`src/rtl/sml_pkg.sv`:
```
// ----------------------------------------------------------------------------
// sml_pkg
// Shared types and constants of the small matrix determinant / inverse block.
// ----------------------------------------------------------------------------
package sml_pkg;

  // fraction bits of the fixed-point format
  localparam int unsigned FRAC_BITS = 16;

  localparam int unsigned N_ELEM  = 9;
  localparam int unsigned ELEM_W  = 32;
  // adjugate entries: 2x2 minors of 32-bit elements, signed
  localparam int unsigned ADJ_W   = 65;
  // determinant at three times the fraction bits, signed
  localparam int unsigned DET_W   = 98;
  // quotient bits kept by the divider; anything wider saturates anyway
  localparam int unsigned QUO_W   = 34;
  localparam int unsigned REM_W   = DET_W + QUO_W;

  // multiplier schedule: two products per minor, then six for the determinant
  localparam int unsigned MINOR_STEPS = 18;
  localparam int unsigned MUL_LAST    = 24;

  // link queue
  localparam int unsigned Q_DEPTH = 2;
  localparam int unsigned Q_PTR_W = $clog2(Q_DEPTH);

  // element indices (row-major) of minor j = P*S - Q*R
  localparam logic [3:0] MINOR_P [N_ELEM] = '{4'd4, 4'd2, 4'd1, 4'd6, 4'd0, 4'd3, 4'd3, 4'd1, 4'd0};
  localparam logic [3:0] MINOR_S [N_ELEM] = '{4'd8, 4'd7, 4'd5, 4'd5, 4'd8, 4'd2, 4'd7, 4'd6, 4'd4};
  localparam logic [3:0] MINOR_Q [N_ELEM] = '{4'd5, 4'd1, 4'd2, 4'd3, 4'd2, 4'd0, 4'd4, 4'd0, 4'd1};
  localparam logic [3:0] MINOR_R [N_ELEM] = '{4'd7, 4'd8, 4'd4, 4'd8, 4'd6, 4'd5, 4'd6, 4'd7, 4'd3};
  // adjugate entries that pair with the first row in the expansion
  localparam logic [3:0] DET_ADJ [3] = '{4'd0, 4'd3, 4'd6};

  // entries of the result that each size fills
  localparam logic [N_ELEM-1:0] USED_1X1 = 9'b000000001;
  localparam logic [N_ELEM-1:0] USED_2X2 = 9'b000011011;
  localparam logic [N_ELEM-1:0] USED_3X3 = 9'b111111111;

  localparam logic [1:0] MODE_1X1 = 2'd0;
  localparam logic [1:0] MODE_2X2 = 2'd1;
  localparam logic [1:0] MODE_3X3 = 2'd2;
  localparam logic [1:0] MODE_3X3_ALT = 2'd3;

  typedef enum logic [1:0] {
    SIZE_1X1,
    SIZE_2X2,
    SIZE_3X3
  } size_e;

  typedef enum logic [2:0] {
    BS_IDLE,
    BS_MUL,
    BS_DET,
    BS_DLOAD,
    BS_DSTEP,
    BS_DSTORE,
    BS_OUT
  } bstate_e;

  typedef struct packed {
    logic [1:0]         mode;
    logic signed [31:0] elem_r0c0;
    logic signed [31:0] elem_r0c1;
    logic signed [31:0] elem_r0c2;
    logic signed [31:0] elem_r1c0;
    logic signed [31:0] elem_r1c1;
    logic signed [31:0] elem_r1c2;
    logic signed [31:0] elem_r2c0;
    logic signed [31:0] elem_r2c1;
    logic signed [31:0] elem_r2c2;
  } in_item_t;

  typedef struct packed {
    logic signed [31:0] det_value;
    logic signed [31:0] inv_r0c0;
    logic signed [31:0] inv_r0c1;
    logic signed [31:0] inv_r0c2;
    logic signed [31:0] inv_r1c0;
    logic signed [31:0] inv_r1c1;
    logic signed [31:0] inv_r1c2;
    logic signed [31:0] inv_r2c0;
    logic signed [31:0] inv_r2c1;
    logic signed [31:0] inv_r2c2;
    logic               singular;
    logic               overflow;
  } out_item_t;

  // classified item passed from front to back
  typedef struct packed {
    size_e                          size;
    logic [N_ELEM-1:0]              used;
    logic [N_ELEM-1:0][ELEM_W-1:0]  m;
  } cls_item_t;

  // queue handshake towards the back
  typedef struct packed {
    logic full;
    logic empty;
  } q_stat_t;

endpackage

```
`src/rtl/sml_queue.sv`:
```
// ----------------------------------------------------------------------------
// sml_queue
// Short queue of classified items between front and back.
// ----------------------------------------------------------------------------
module sml_queue (
  input  logic               clk_i,
  input  logic               rst_ni,
  input  logic               push_i,
  input  sml_pkg::cls_item_t item_i,
  input  logic               pop_i,
  output sml_pkg::cls_item_t item_o,
  output sml_pkg::q_stat_t   stat_o
);
  import sml_pkg::*;

  cls_item_t          mem_q [Q_DEPTH];
  logic [Q_PTR_W-1:0] wr_ptr_q, rd_ptr_q;
  logic [Q_PTR_W:0]   count_q;
  logic               do_push, do_pop;

  assign stat_o.full  = (count_q == (Q_PTR_W+1)'(Q_DEPTH));
  assign stat_o.empty = (count_q == '0);
  assign do_push      = push_i && !stat_o.full;
  assign do_pop       = pop_i && !stat_o.empty;
  assign item_o       = mem_q[rd_ptr_q];

  // pointers and fill count
  always_ff @(posedge clk_i or negedge rst_ni) begin
    if (!rst_ni) begin
      wr_ptr_q <= '0;
      rd_ptr_q <= '0;
      count_q  <= '0;
    end else begin
      if (do_push) begin
        wr_ptr_q <= (wr_ptr_q == Q_PTR_W'(Q_DEPTH-1)) ? '0 : wr_ptr_q + 1'b1;
      end
      if (do_pop) begin
        rd_ptr_q <= (rd_ptr_q == Q_PTR_W'(Q_DEPTH-1)) ? '0 : rd_ptr_q + 1'b1;
      end
      if (do_push && !do_pop) begin
        count_q <= count_q + 1'b1;
      end else if (do_pop && !do_push) begin
        count_q <= count_q - 1'b1;
      end
    end
  end

  always_ff @(posedge clk_i) begin
    if (do_push) begin
      mem_q[wr_ptr_q] <= item_i;
    end
  end

endmodule

```
`config.mk`:
```
export PLATFORM = sky130hd
export DESIGN_NAME = sml_queue
export DESIGN_NICKNAME = d
export VERILOG_FILES = /design/src/rtl/sml_pkg.sv /design/src/rtl/sml_queue.sv
export SDC_FILE = /design/constraint.sdc
export NUM_CORES = 1
export LEC_CHECK = 0
export BUFFER_PORTS_ARGS = -buffer_cell sky130_fd_sc_hd__buf_2
export CORE_AREA = 2 2 233 235
export DETAILED_ROUTE_END_ITERATION = 12
export DIE_AREA = 0 0 235 237
export PLACE_DENSITY_LB_ADDON = 0.3
export SETUP_SLACK_MARGIN = 0.3
export SYNTH_ARGS = -nofsm -noshare
export SYNTH_HDL_FRONTEND = slang
export SYNTH_SLANG_ARGS = --single-unit
```
`constraint.sdc`:
```
create_clock -name clk_i -period 15.1 [get_ports clk_i]
set_input_delay 2.265 -clock clk_i [delete_from_list [all_inputs] [get_ports clk_i]]
set_output_delay 2.265 -clock clk_i [all_outputs]
set_load 0.01 [all_outputs]
```
==> results.yml <==
route:
  drt-initial-drc-count: 729
  wirelength_mm: 49.8
  vias: 11300
  drc: 0
  ant_nets: 0
  wl_per_cell_microns: 21.3
  viasPerCell: 4.81
  first_pass_iters: 4
grt:
  antenna_found_initial: 14
  grt_max_degree: 158
  grt_overflow: 0
  grt_usage: 0.172
  grt_pass1_vias: 11800
  grt_pass1_wl_mm: 72.1
critical_path:
  crit_start: "rd_ptr_q"
  worstPathCellList: "buf_4 > buf_4 > mux2_2 > buf_2"
  endpoint: "item_o[243]"
  crit_fanout: 73
  cp_common_cell: "buf_4"
  end_kind: "primary output"
  startpoint_type: "flip-flop"
  regToRegSetupSlack_ps: 11560
  critPathKind: "flip-flop to primary output"
  r2r-end: "mem_q[1][156]"
  r2r_cells: 4
  required_ps: 12840
  cp_data_arrival_time_ps: 3760
  cpPeakStageDelay_ps: 910
  cp_slowest_cell: "dfrtp_4"
  rr_startpoint: "count_q[0]"
power:
  max-vdd-ir-drop_mv: 0.141
  pwr-share-seq: 0.442
  p_leak_nw: 10.3
  comb_power_share: 0.281
  sw_frac_of_total: 0.290
  p_int_mw: 3.86
  powerDensity_nw_per_um2: 197
  clock_power_share: 0.278
  switchingPower_mw: 1.58
cts:
  clock_latency_ps: 590
  cts.repair.resized: 0
  root_buffer: "clkbuf_16"
  clkTransAtPathRegs_ps: 60
  cts_tree: "yes"
  numCtsBuffers: 61
  clock_path_buffers: 3
  htree_num_levels: 2
  cts_setup_buffers: 0
  cts-hold-fix-buffers: 0
  clock-sinks: 602
yosys:
  synth_mux_area_frac: 0.153
  synthCells: 949
  yosysTopAreaCell: "edfxtp_1"
  synth-compound-area-share: 0.000228
  synth-simple-area-share: 0.00125
  synth_area_leaders: "edfxtp_1 (82%), mux2_2 (15%), clkbuf_8 (1.8%), dfrtp_1 (0.46%), buf_6 (0.26%)"
  synth.distinct_cells: 14
  ys_warn_count: 0
  synth_top_family_by_area: "multiplexers"
  synth_area_per_cell_sq_um: 23.1
  syn_nets: 1253
  synth_fa_ha_area_frac: 0.000570
  syn_area_sq_um: 22000
  synth_top_area_frac: 0.818
  yosysSeqAreaShare: 0.822
  synth-seq-cells: 602
  synth_xor_area_frac: 0.00199
timing:
  final.setup_skew_ps: 10.4
  fin_hold_ws_ps: 514
  final-setup-viol-count: 0
  slew_viol_final: 0
  slew_headroom: 0.313
  clock.fmax_mhz: 166
  fin_crit_sh: 0.399
  worst_slew_pin_slew_ps: 1030
  rsz0062_at_grt: "false"
  fin_tns_setup_ps: 0
  hold_violations: 0
  period_needed_ps: 6020
floorplanning:
  die_y_microns: 237
  initial_core_util: 0.412
  rows: 85
  die_w_microns: 235
  core_sq_um: 53300
  dieArea_sq_um: 55700
  ios: 604
min_path:
  holdCritPathClass: "flip-flop to flip-flop"
placed_design:
  place_hpwl_mm: 34.5
  gp_congestion: 0.877
  io_buffers: 603
status:
  outcome: "complete, no violations"
final_layout:
  multi_input_comb_area_sq_um: 3470
  fill_cells: 4376
  seq_area_sq_um: 18100
  final_layout_size_suffix_gt1_frac: 0.611
  area_growth_pct: 25.5
  nNetsFinal: 1897
flow_run:
  drv_cap: 0
## power by group through the flow
stage | clock network [mW] | registers, mW | logic [mW]
4_1_cts | 1.55 | 2.41 | 1.56
5_1_grt | 1.62 | 2.43 | 1.64
3_5_place_dp | 0 | 2.44 | 1.55
3_3_place_gp | 0 | 2.43 | 1.55
2_1_floorplan | 0 | 2.50 | 1.04
6_report | 1.51 | 2.40 | 1.53
## cells in the final DEF, fill, tap and decap left out, types with 3 or more instances in the layout
cell	n
edfxtp_1	598
mux2_2	299
clkbuf_16	63
clkinv_2	12
clkinv_1	19
xnor2_1	3
bufinv_16	9
diode_2	4
clkbuf_1	6
buf_2	603
dfrtp_1	3
buf_4	10
## sequential cells by signal, summed over array words and instances (netlist names)
register and flops:
count_q 2, mem_q 598, rd_ptr_q 1, wr_ptr_q 1
## synth_stat cells, drive strengths merged
cell	instances
and3	1
buf	5
clkbuf	28
dfrtp	4
edfxtp	598
ha	1
inv	2
mux2	299
nand2	1
nand2b	1
nor2	3
o21ai	1
xnor2	3
xor2	2
## stage by stage
step                std cells  cell area [sq um]   util  power, mW  setup WS [ps]
floorplan                 949              22000      -       3.54           4470
global placement         2226              25500  0.479       3.98           9660
detailed placement       2226              25500  0.479       3.99           9670
CTS                      2340              27600  0.517       5.52           8990
global route             2343              27600  0.517       5.69           8840
finish                   2344              27600  0.517       5.44           9080
## layer usage
layer	wire length [microns]	vias to the layer above	part of all wire	global-route usage
met5	127	-	0.0025	0
met4	1130	20	0.023	0.0510
met3	4560	96	0.091	0.0687
met2	25100	447	0.50	0.295
met1	18900	5606	0.38	0.198
li1	-	5110	-	-
## cells by family (layout without fill, tap and decap cells)
kind of cell / Yosys count / in the layout
mux: 299 / 299
xor+xnor: 5 / 5
buf+inv: 35 / 730
fa+ha+maj: 1 / 1
simple gates: 6 / 6
other cells: 0 / 4
flops: 602 / 602
compound gates: 1 / 1
## final cells by class
class / instances / share of cell area
flip-flops and latches: 602 / 0.655
multi-input cells: 312 / 0.126
repair buffers: 614 / 0.113
clock buffers: 69 / 0.0580
well taps: 696 / 0.0316
clock inverters: 45 / 0.0161
diodes: 4 / 0.000363
inverters: 2 / 0.000272
## worst min path at each step
stage | from | to | slack, ps | depth (start not counted)
after floorplan | wr_ptr_q | wr_ptr_q | 480 | 1
after global placement | count_q[1] | count_q[1] | 500 | 1
after detailed placement | count_q[1] | count_q[1] | 500 | 1
after CTS | count_q[1] | count_q[1] | 510 | 1
after global routing | count_q[1] | count_q[1] | 530 | 1
final | count_q[1] | count_q[1] | 510 | 1
## critical path, delay by kind of cell (launching register included)
kind     cells  cell delay, ps
buf+inv      3            1710
flops        1             910
mux          1             430
Note: power is estimated with default switching activity, not from simulation.
