<file path="src/rtl/sml_pkg.sv">
// ----------------------------------------------------------------------------
// sml_pkg
// Shared types and constants of the small matrix determinant / inverse block.
// ----------------------------------------------------------------------------
package sml_pkg;

  // fraction bits of the fixed-point format
  localparam int unsigned FRAC_BITS = 16;

  localparam int unsigned N_ELEM  = 9;
  localparam int unsigned ELEM_W  = 32;
  // adjugate entries: 2x2 minors of 32-bit elements, signed
  localparam int unsigned ADJ_W   = 65;
  // determinant at three times the fraction bits, signed
  localparam int unsigned DET_W   = 98;
  // quotient bits kept by the divider; anything wider saturates anyway
  localparam int unsigned QUO_W   = 34;
  localparam int unsigned REM_W   = DET_W + QUO_W;

  // multiplier schedule: two products per minor, then six for the determinant
  localparam int unsigned MINOR_STEPS = 18;
  localparam int unsigned MUL_LAST    = 24;

  // link queue
  localparam int unsigned Q_DEPTH = 2;
  localparam int unsigned Q_PTR_W = $clog2(Q_DEPTH);

  // element indices (row-major) of minor j = P*S - Q*R
  localparam logic [3:0] MINOR_P [N_ELEM] = '{4'd4, 4'd2, 4'd1, 4'd6, 4'd0, 4'd3, 4'd3, 4'd1, 4'd0};
  localparam logic [3:0] MINOR_S [N_ELEM] = '{4'd8, 4'd7, 4'd5, 4'd5, 4'd8, 4'd2, 4'd7, 4'd6, 4'd4};
  localparam logic [3:0] MINOR_Q [N_ELEM] = '{4'd5, 4'd1, 4'd2, 4'd3, 4'd2, 4'd0, 4'd4, 4'd0, 4'd1};
  localparam logic [3:0] MINOR_R [N_ELEM] = '{4'd7, 4'd8, 4'd4, 4'd8, 4'd6, 4'd5, 4'd6, 4'd7, 4'd3};
  // adjugate entries that pair with the first row in the expansion
  localparam logic [3:0] DET_ADJ [3] = '{4'd0, 4'd3, 4'd6};

  // entries of the result that each size fills
  localparam logic [N_ELEM-1:0] USED_1X1 = 9'b000000001;
  localparam logic [N_ELEM-1:0] USED_2X2 = 9'b000011011;
  localparam logic [N_ELEM-1:0] USED_3X3 = 9'b111111111;

  localparam logic [1:0] MODE_1X1 = 2'd0;
  localparam logic [1:0] MODE_2X2 = 2'd1;
  localparam logic [1:0] MODE_3X3 = 2'd2;
  localparam logic [1:0] MODE_3X3_ALT = 2'd3;

  typedef enum logic [1:0] {
    SIZE_1X1,
    SIZE_2X2,
    SIZE_3X3
  } size_e;

  typedef enum logic [2:0] {
    BS_IDLE,
    BS_MUL,
    BS_DET,
    BS_DLOAD,
    BS_DSTEP,
    BS_DSTORE,
    BS_OUT
  } bstate_e;

  typedef struct packed {
    logic [1:0]         mode;
    logic signed [31:0] elem_r0c0;
    logic signed [31:0] elem_r0c1;
    logic signed [31:0] elem_r0c2;
    logic signed [31:0] elem_r1c0;
    logic signed [31:0] elem_r1c1;
    logic signed [31:0] elem_r1c2;
    logic signed [31:0] elem_r2c0;
    logic signed [31:0] elem_r2c1;
    logic signed [31:0] elem_r2c2;
  } in_item_t;

  typedef struct packed {
    logic signed [31:0] det_value;
    logic signed [31:0] inv_r0c0;
    logic signed [31:0] inv_r0c1;
    logic signed [31:0] inv_r0c2;
    logic signed [31:0] inv_r1c0;
    logic signed [31:0] inv_r1c1;
    logic signed [31:0] inv_r1c2;
    logic signed [31:0] inv_r2c0;
    logic signed [31:0] inv_r2c1;
    logic signed [31:0] inv_r2c2;
    logic               singular;
    logic               overflow;
  } out_item_t;

  // classified item passed from front to back
  typedef struct packed {
    size_e                          size;
    logic [N_ELEM-1:0]              used;
    logic [N_ELEM-1:0][ELEM_W-1:0]  m;
  } cls_item_t;

  // queue handshake towards the back
  typedef struct packed {
    logic full;
    logic empty;
  } q_stat_t;

endpackage

</file>
<file path="src/rtl/sml_front.sv">
// ----------------------------------------------------------------------------
// sml_front
// Input stage: takes one beat, sorts out the matrix size and the used
// entries, and hands the classified item to the link queue.
// ----------------------------------------------------------------------------
module sml_front (
  input  logic               clk_i,
  input  logic               rst_ni,
  input  logic               push,
  output logic               full,
  input  sml_pkg::in_item_t  item_i,
  output logic               q_push_o,
  output sml_pkg::cls_item_t q_item_o,
  input  sml_pkg::q_stat_t   q_stat_i
);
  import sml_pkg::*;

  logic      valid_q, valid_d;
  cls_item_t item_q, item_d;
  logic      accept;

  assign q_push_o = valid_q && !q_stat_i.full;
  assign full     = valid_q && q_stat_i.full;
  assign accept   = push && !full;
  assign q_item_o = item_q;

  // classify the incoming beat
  always_comb begin
    item_d.m = {item_i.elem_r2c2, item_i.elem_r2c1, item_i.elem_r2c0,
                item_i.elem_r1c2, item_i.elem_r1c1, item_i.elem_r1c0,
                item_i.elem_r0c2, item_i.elem_r0c1, item_i.elem_r0c0};
    unique case (item_i.mode) inside
      MODE_1X1: begin
        item_d.size = SIZE_1X1;
        item_d.used = USED_1X1;
      end
      MODE_2X2: begin
        item_d.size = SIZE_2X2;
        item_d.used = USED_2X2;
      end
      MODE_3X3, MODE_3X3_ALT: begin
        item_d.size = SIZE_3X3;
        item_d.used = USED_3X3;
      end
      default: begin
        item_d.size = SIZE_3X3;
        item_d.used = USED_3X3;
      end
    endcase
  end

  // holding register valid flag
  always_comb begin
    valid_d = valid_q;
    if (accept) begin
      valid_d = 1'b1;
    end else if (q_push_o) begin
      valid_d = 1'b0;
    end
  end

  always_ff @(posedge clk_i or negedge rst_ni) begin
    if (!rst_ni) begin
      valid_q <= 1'b0;
    end else begin
      valid_q <= valid_d;
    end
  end

  always_ff @(posedge clk_i) begin
    if (accept) begin
      item_q <= item_d;
    end
  end

endmodule

</file>
<file path="config.mk">
export PLATFORM = sky130hd
export DESIGN_NAME = sml_front
export DESIGN_NICKNAME = d
export VERILOG_FILES = /design/src/rtl/sml_pkg.sv /design/src/rtl/sml_front.sv
export SDC_FILE = /design/constraint.sdc
export NUM_CORES = 1
export LEC_CHECK = 0
export BUFFER_PORTS_ARGS = -buffer_cell sky130_fd_sc_hd__clkbuf_2
export CORE_AREA = 3 3 231 233
export CTS_BUF_LIST = sky130_fd_sc_hd__clkbuf_8 sky130_fd_sc_hd__clkbuf_16
export CTS_CLUSTER_SIZE = 8
export DETAILED_ROUTE_END_ITERATION = 10
export DIE_AREA = 0 0 234 236
export PLACE_DENSITY = 0.44
export SKIP_LAST_GASP = 1
export SLEW_MARGIN = 20
export SYNTH_ARGS = -nofsm -noshare
export SYNTH_HDL_FRONTEND = slang
export SYNTH_SLANG_ARGS = --single-unit
</file>
<file path="constraint.sdc">
create_clock -name clk_i -period 20 [get_ports clk_i]
set_input_delay 1 -clock clk_i [delete_from_list [all_inputs] [get_ports clk_i]]
set_output_delay 1 -clock clk_i [all_outputs]
set_load 0.005 [all_outputs]
</file>
==> results.py <==
metrics = {
    "timing": {
        "fin_crit_sh_pct": 15.8,
        "worst_slew_pin_slew_ns": 0.993,
        "grt_setup_unrepaired": "false",
        "hold_violations": 0,
        "clock-skew-final_ns": 0.00796,
        "setup_tns_ns": 0,
        "min_period_ns": 3.15,
        "setup_viol_count_final": 0,
        "timing.slew.headroom_pct": 33.8,
        "max_freq_ghz": 0.317,
        "slew_viol_final": 0,
    },
    "final_layout": {
        "final_cells": 1630,
        "antenna_cells": 0,
        "drive_above_1_share_pct": 67.6,
        "layout_commonest_cell": "clkbuf_2",
        "final_net_count": 1234,
        "post-route-util_pct": 26.9,
        "layout.cells.most_common_list": "clkbuf_2 (593), edfxtp_1 (291), clkbuf_16 (45), inv_1 (9)",
        "syn_to_final_growth_pct": 56.0,
    },
    "worst_setup_path": {
        "cpMostUsedCell": "buf_4",
        "cpPeakStageDelay_ns": 0.84,
        "crit_path_end_kind": "register",
        "cp_max_fo": 75,
        "critical_path.cell_chain": "clkbuf_2 -> a21boi_4 -> buf_4 -> buf_4",
        "critPathLaunchType": "input pin",
        "crit_family": "buffers and inverters",
        "crit_slowest_cell": "buf_4",
        "crit_required_ns": 20.16,
        "arrival_ns": 3.31,
        "crit_type": "input pin to register",
        "crit_buf_inv": 3,
    },
    "clock_tree": {
        "postCtsSetupBuffers": 0,
        "htreeDepth": 2,
        "path_clk_slew_ns": 0.05,
        "cts_root_buffer": "clkbuf_16",
        "cts_max_path_buffers": 3,
        "clk_latency_ns": 0.53,
        "postCtsHoldBufs": 0,
        "cts-resized-gates": 0,
        "tritoncts": "built",
        "cts_buffers": 42,
        "cts_sinks": 292,
    },
    "power_and_ir_drop": {
        "p_leak_uw": 0.00589,
        "clock_power_share_pct": 43.8,
        "switchingPower_uw": 295,
        "powerDensity_mw_per_mm2": 104,
        "seqPwrFrac_pct": 50.3,
        "ir_worst_vdd_mv": 0.0574,
        "sw_frac_of_total_pct": 20.4,
        "power_uw": 1450,
        "intPower_uw": 1150,
        "pwr-share-comb_pct": 5.9,
    },
    "logic_synthesis": {
        "synth-seq-cells": 292,
        "synth_cells": 308,
        "yosysWarnings": 0,
        "synthDistinctLibCells": 10,
        "syn_avg_cell_area_sq_um": 28.8,
        "netlist_top_cells_area": "edfxtp_1 (99%), buf_4 (0.68%), dfrtp_1 (0.28%), nor2b_1 (0.14%), a21boi_1 (0.085%)",
        "syn_area_sq_mm": 0.00887,
        "syn-num-nets": 603,
        "synth_top_area_share_pct": 98.5,
        "yosys.area.top_type": "edfxtp_1",
        "synth_seq_area_share_pct": 98.8,
    },
    "routing": {
        "drt_iter0_markers": 240,
        "wl_per_cell_um": 17.0,
        "wl_met2_mm": 14.5,
        "avgViaCountPerCell": 3.37,
        "top_layer": "met4",
        "wl_met3_mm": 3.29,
        "vias": 5500,
        "drt-met1-wl_mm": 9.15,
        "first_pass_iters": 4,
        "ant_nets": 0,
        "routed_wl_mm": 27.8,
        "drc": 0,
    },
    "placed_design": {
        "dp_hpwl_mm": 21.6,
        "port_buffers": 593,
        "gp_congestion": 0.762,
        "place_inst": 1575,
    },
    "grt": {
        "antenna_found_initial": 4,
        "grt_pass1_wl_mm": 38.2,
        "grt_overflow": 0,
        "grt_max_degree": 151,
        "first_global_vias": 5946,
        "grtUsageTotal_pct": 9.51,
    },
    "die": {
        "start_util_pct": 17.3,
        "die_h_um": 236,
        "core-area_sq_mm": 0.0514,
        "rows": 83,
        "die_x_um": 234,
        "die_area_sq_mm": 0.0552,
        "ios": 596,
    },
    "worst_hold_path": {
        "holdCritPathClass": "input pin to async pin",
    },
    "flow_run": {
        "drv_cap": 0,
    },
    "status": {
        "status": "complete, no violations",
    },
}
final timing paths:
kind                                            to  cells after the start                 from  slack, ns
setup / recovery           q_item_o[284]$_DFFE_PP_                      4          q_stat_i[1]      16.85
hold / removal                 valid_q$_DFFE_PN0P_                      1               rst_ni       0.23
setup reg to reg           q_item_o[284]$_DFFE_PP_                      3  valid_q$_DFFE_PN0P_      17.00
hold reg to reg                valid_q$_DFFE_PN0P_                      1  valid_q$_DFFE_PN0P_       0.60
max in group asynchronous      valid_q$_DFFE_PN0P_                      1               rst_ni      19.68
min in group clk_i             valid_q$_DFFE_PN0P_                      1  valid_q$_DFFE_PN0P_       0.60
state kept, by name, indices dropped and copies added, names as in the netlist:
signal / count
q_item_o: 291
valid_q: 1
per-layer routing:
layer | vias to the layer above | track usage (%)
met1 | 2610 | 9.39
met3 | 52 | 4.25
met5 | - | 0
met4 | 0 | 4.04
met2 | 345 | 17.1
li1 | 2493 | -
cell type report:
cell class | instances | area (sq um)
timing repair buffer | 596 | 3000
clock buffer | 45 | 1130
multi-input combinational | 7 | 55.1
tap | 680 | 851
sequential | 292 | 8760
fill | 5309 | 37600
clock inverter | 10 | 37.5
worst register-to-register path, stage by stage, from the launching register on:
cell      delay, ns
dfrtp_1        0.42
a21boi_4       0.51
buf_4          0.84
buf_4          0.78
cell usage after synthesis:
master	number
clkbuf_1	1
and2_1	1
edfxtp_1	291
nor2b_1	2
a21boi_1	1
dfrtp_1	1
or2_1	1
conb_1	1
buf_4	8
a21o_1	1
stage by stage:
step | hold slack (ns) | setup WS (ns) | instance area, sq um
after CTS | 0.178 | 16.87 | 13800
after global routing | 0.183 | 16.71 | 13800
after detailed placement | 0.589 | 16.25 | 12700
after floorplan | 0.482 | 4.37 | 8870
after global placement | 0.562 | 16.27 | 12700
final | 0.233 | 16.85 | 13800
cell families after synthesis:
logic type | Yosys count | synth area share [%]
other cells | 1 | 0.0423
flops | 292 | 98.8
compound gates | 2 | 0.169
simple gates | 4 | 0.282
buf+inv | 9 | 0.719
power groups by stage:
stage	Combinational, uW	Sequential, uW	Clock [uW]
finish	85.6	726	633
global route	94.6	729	687
global placement	88.3	737	0
CTS	89.1	727	664
floorplan	12.5	759	0
detailed placement	88.9	738	0
(Power assumes the default switching activity.)
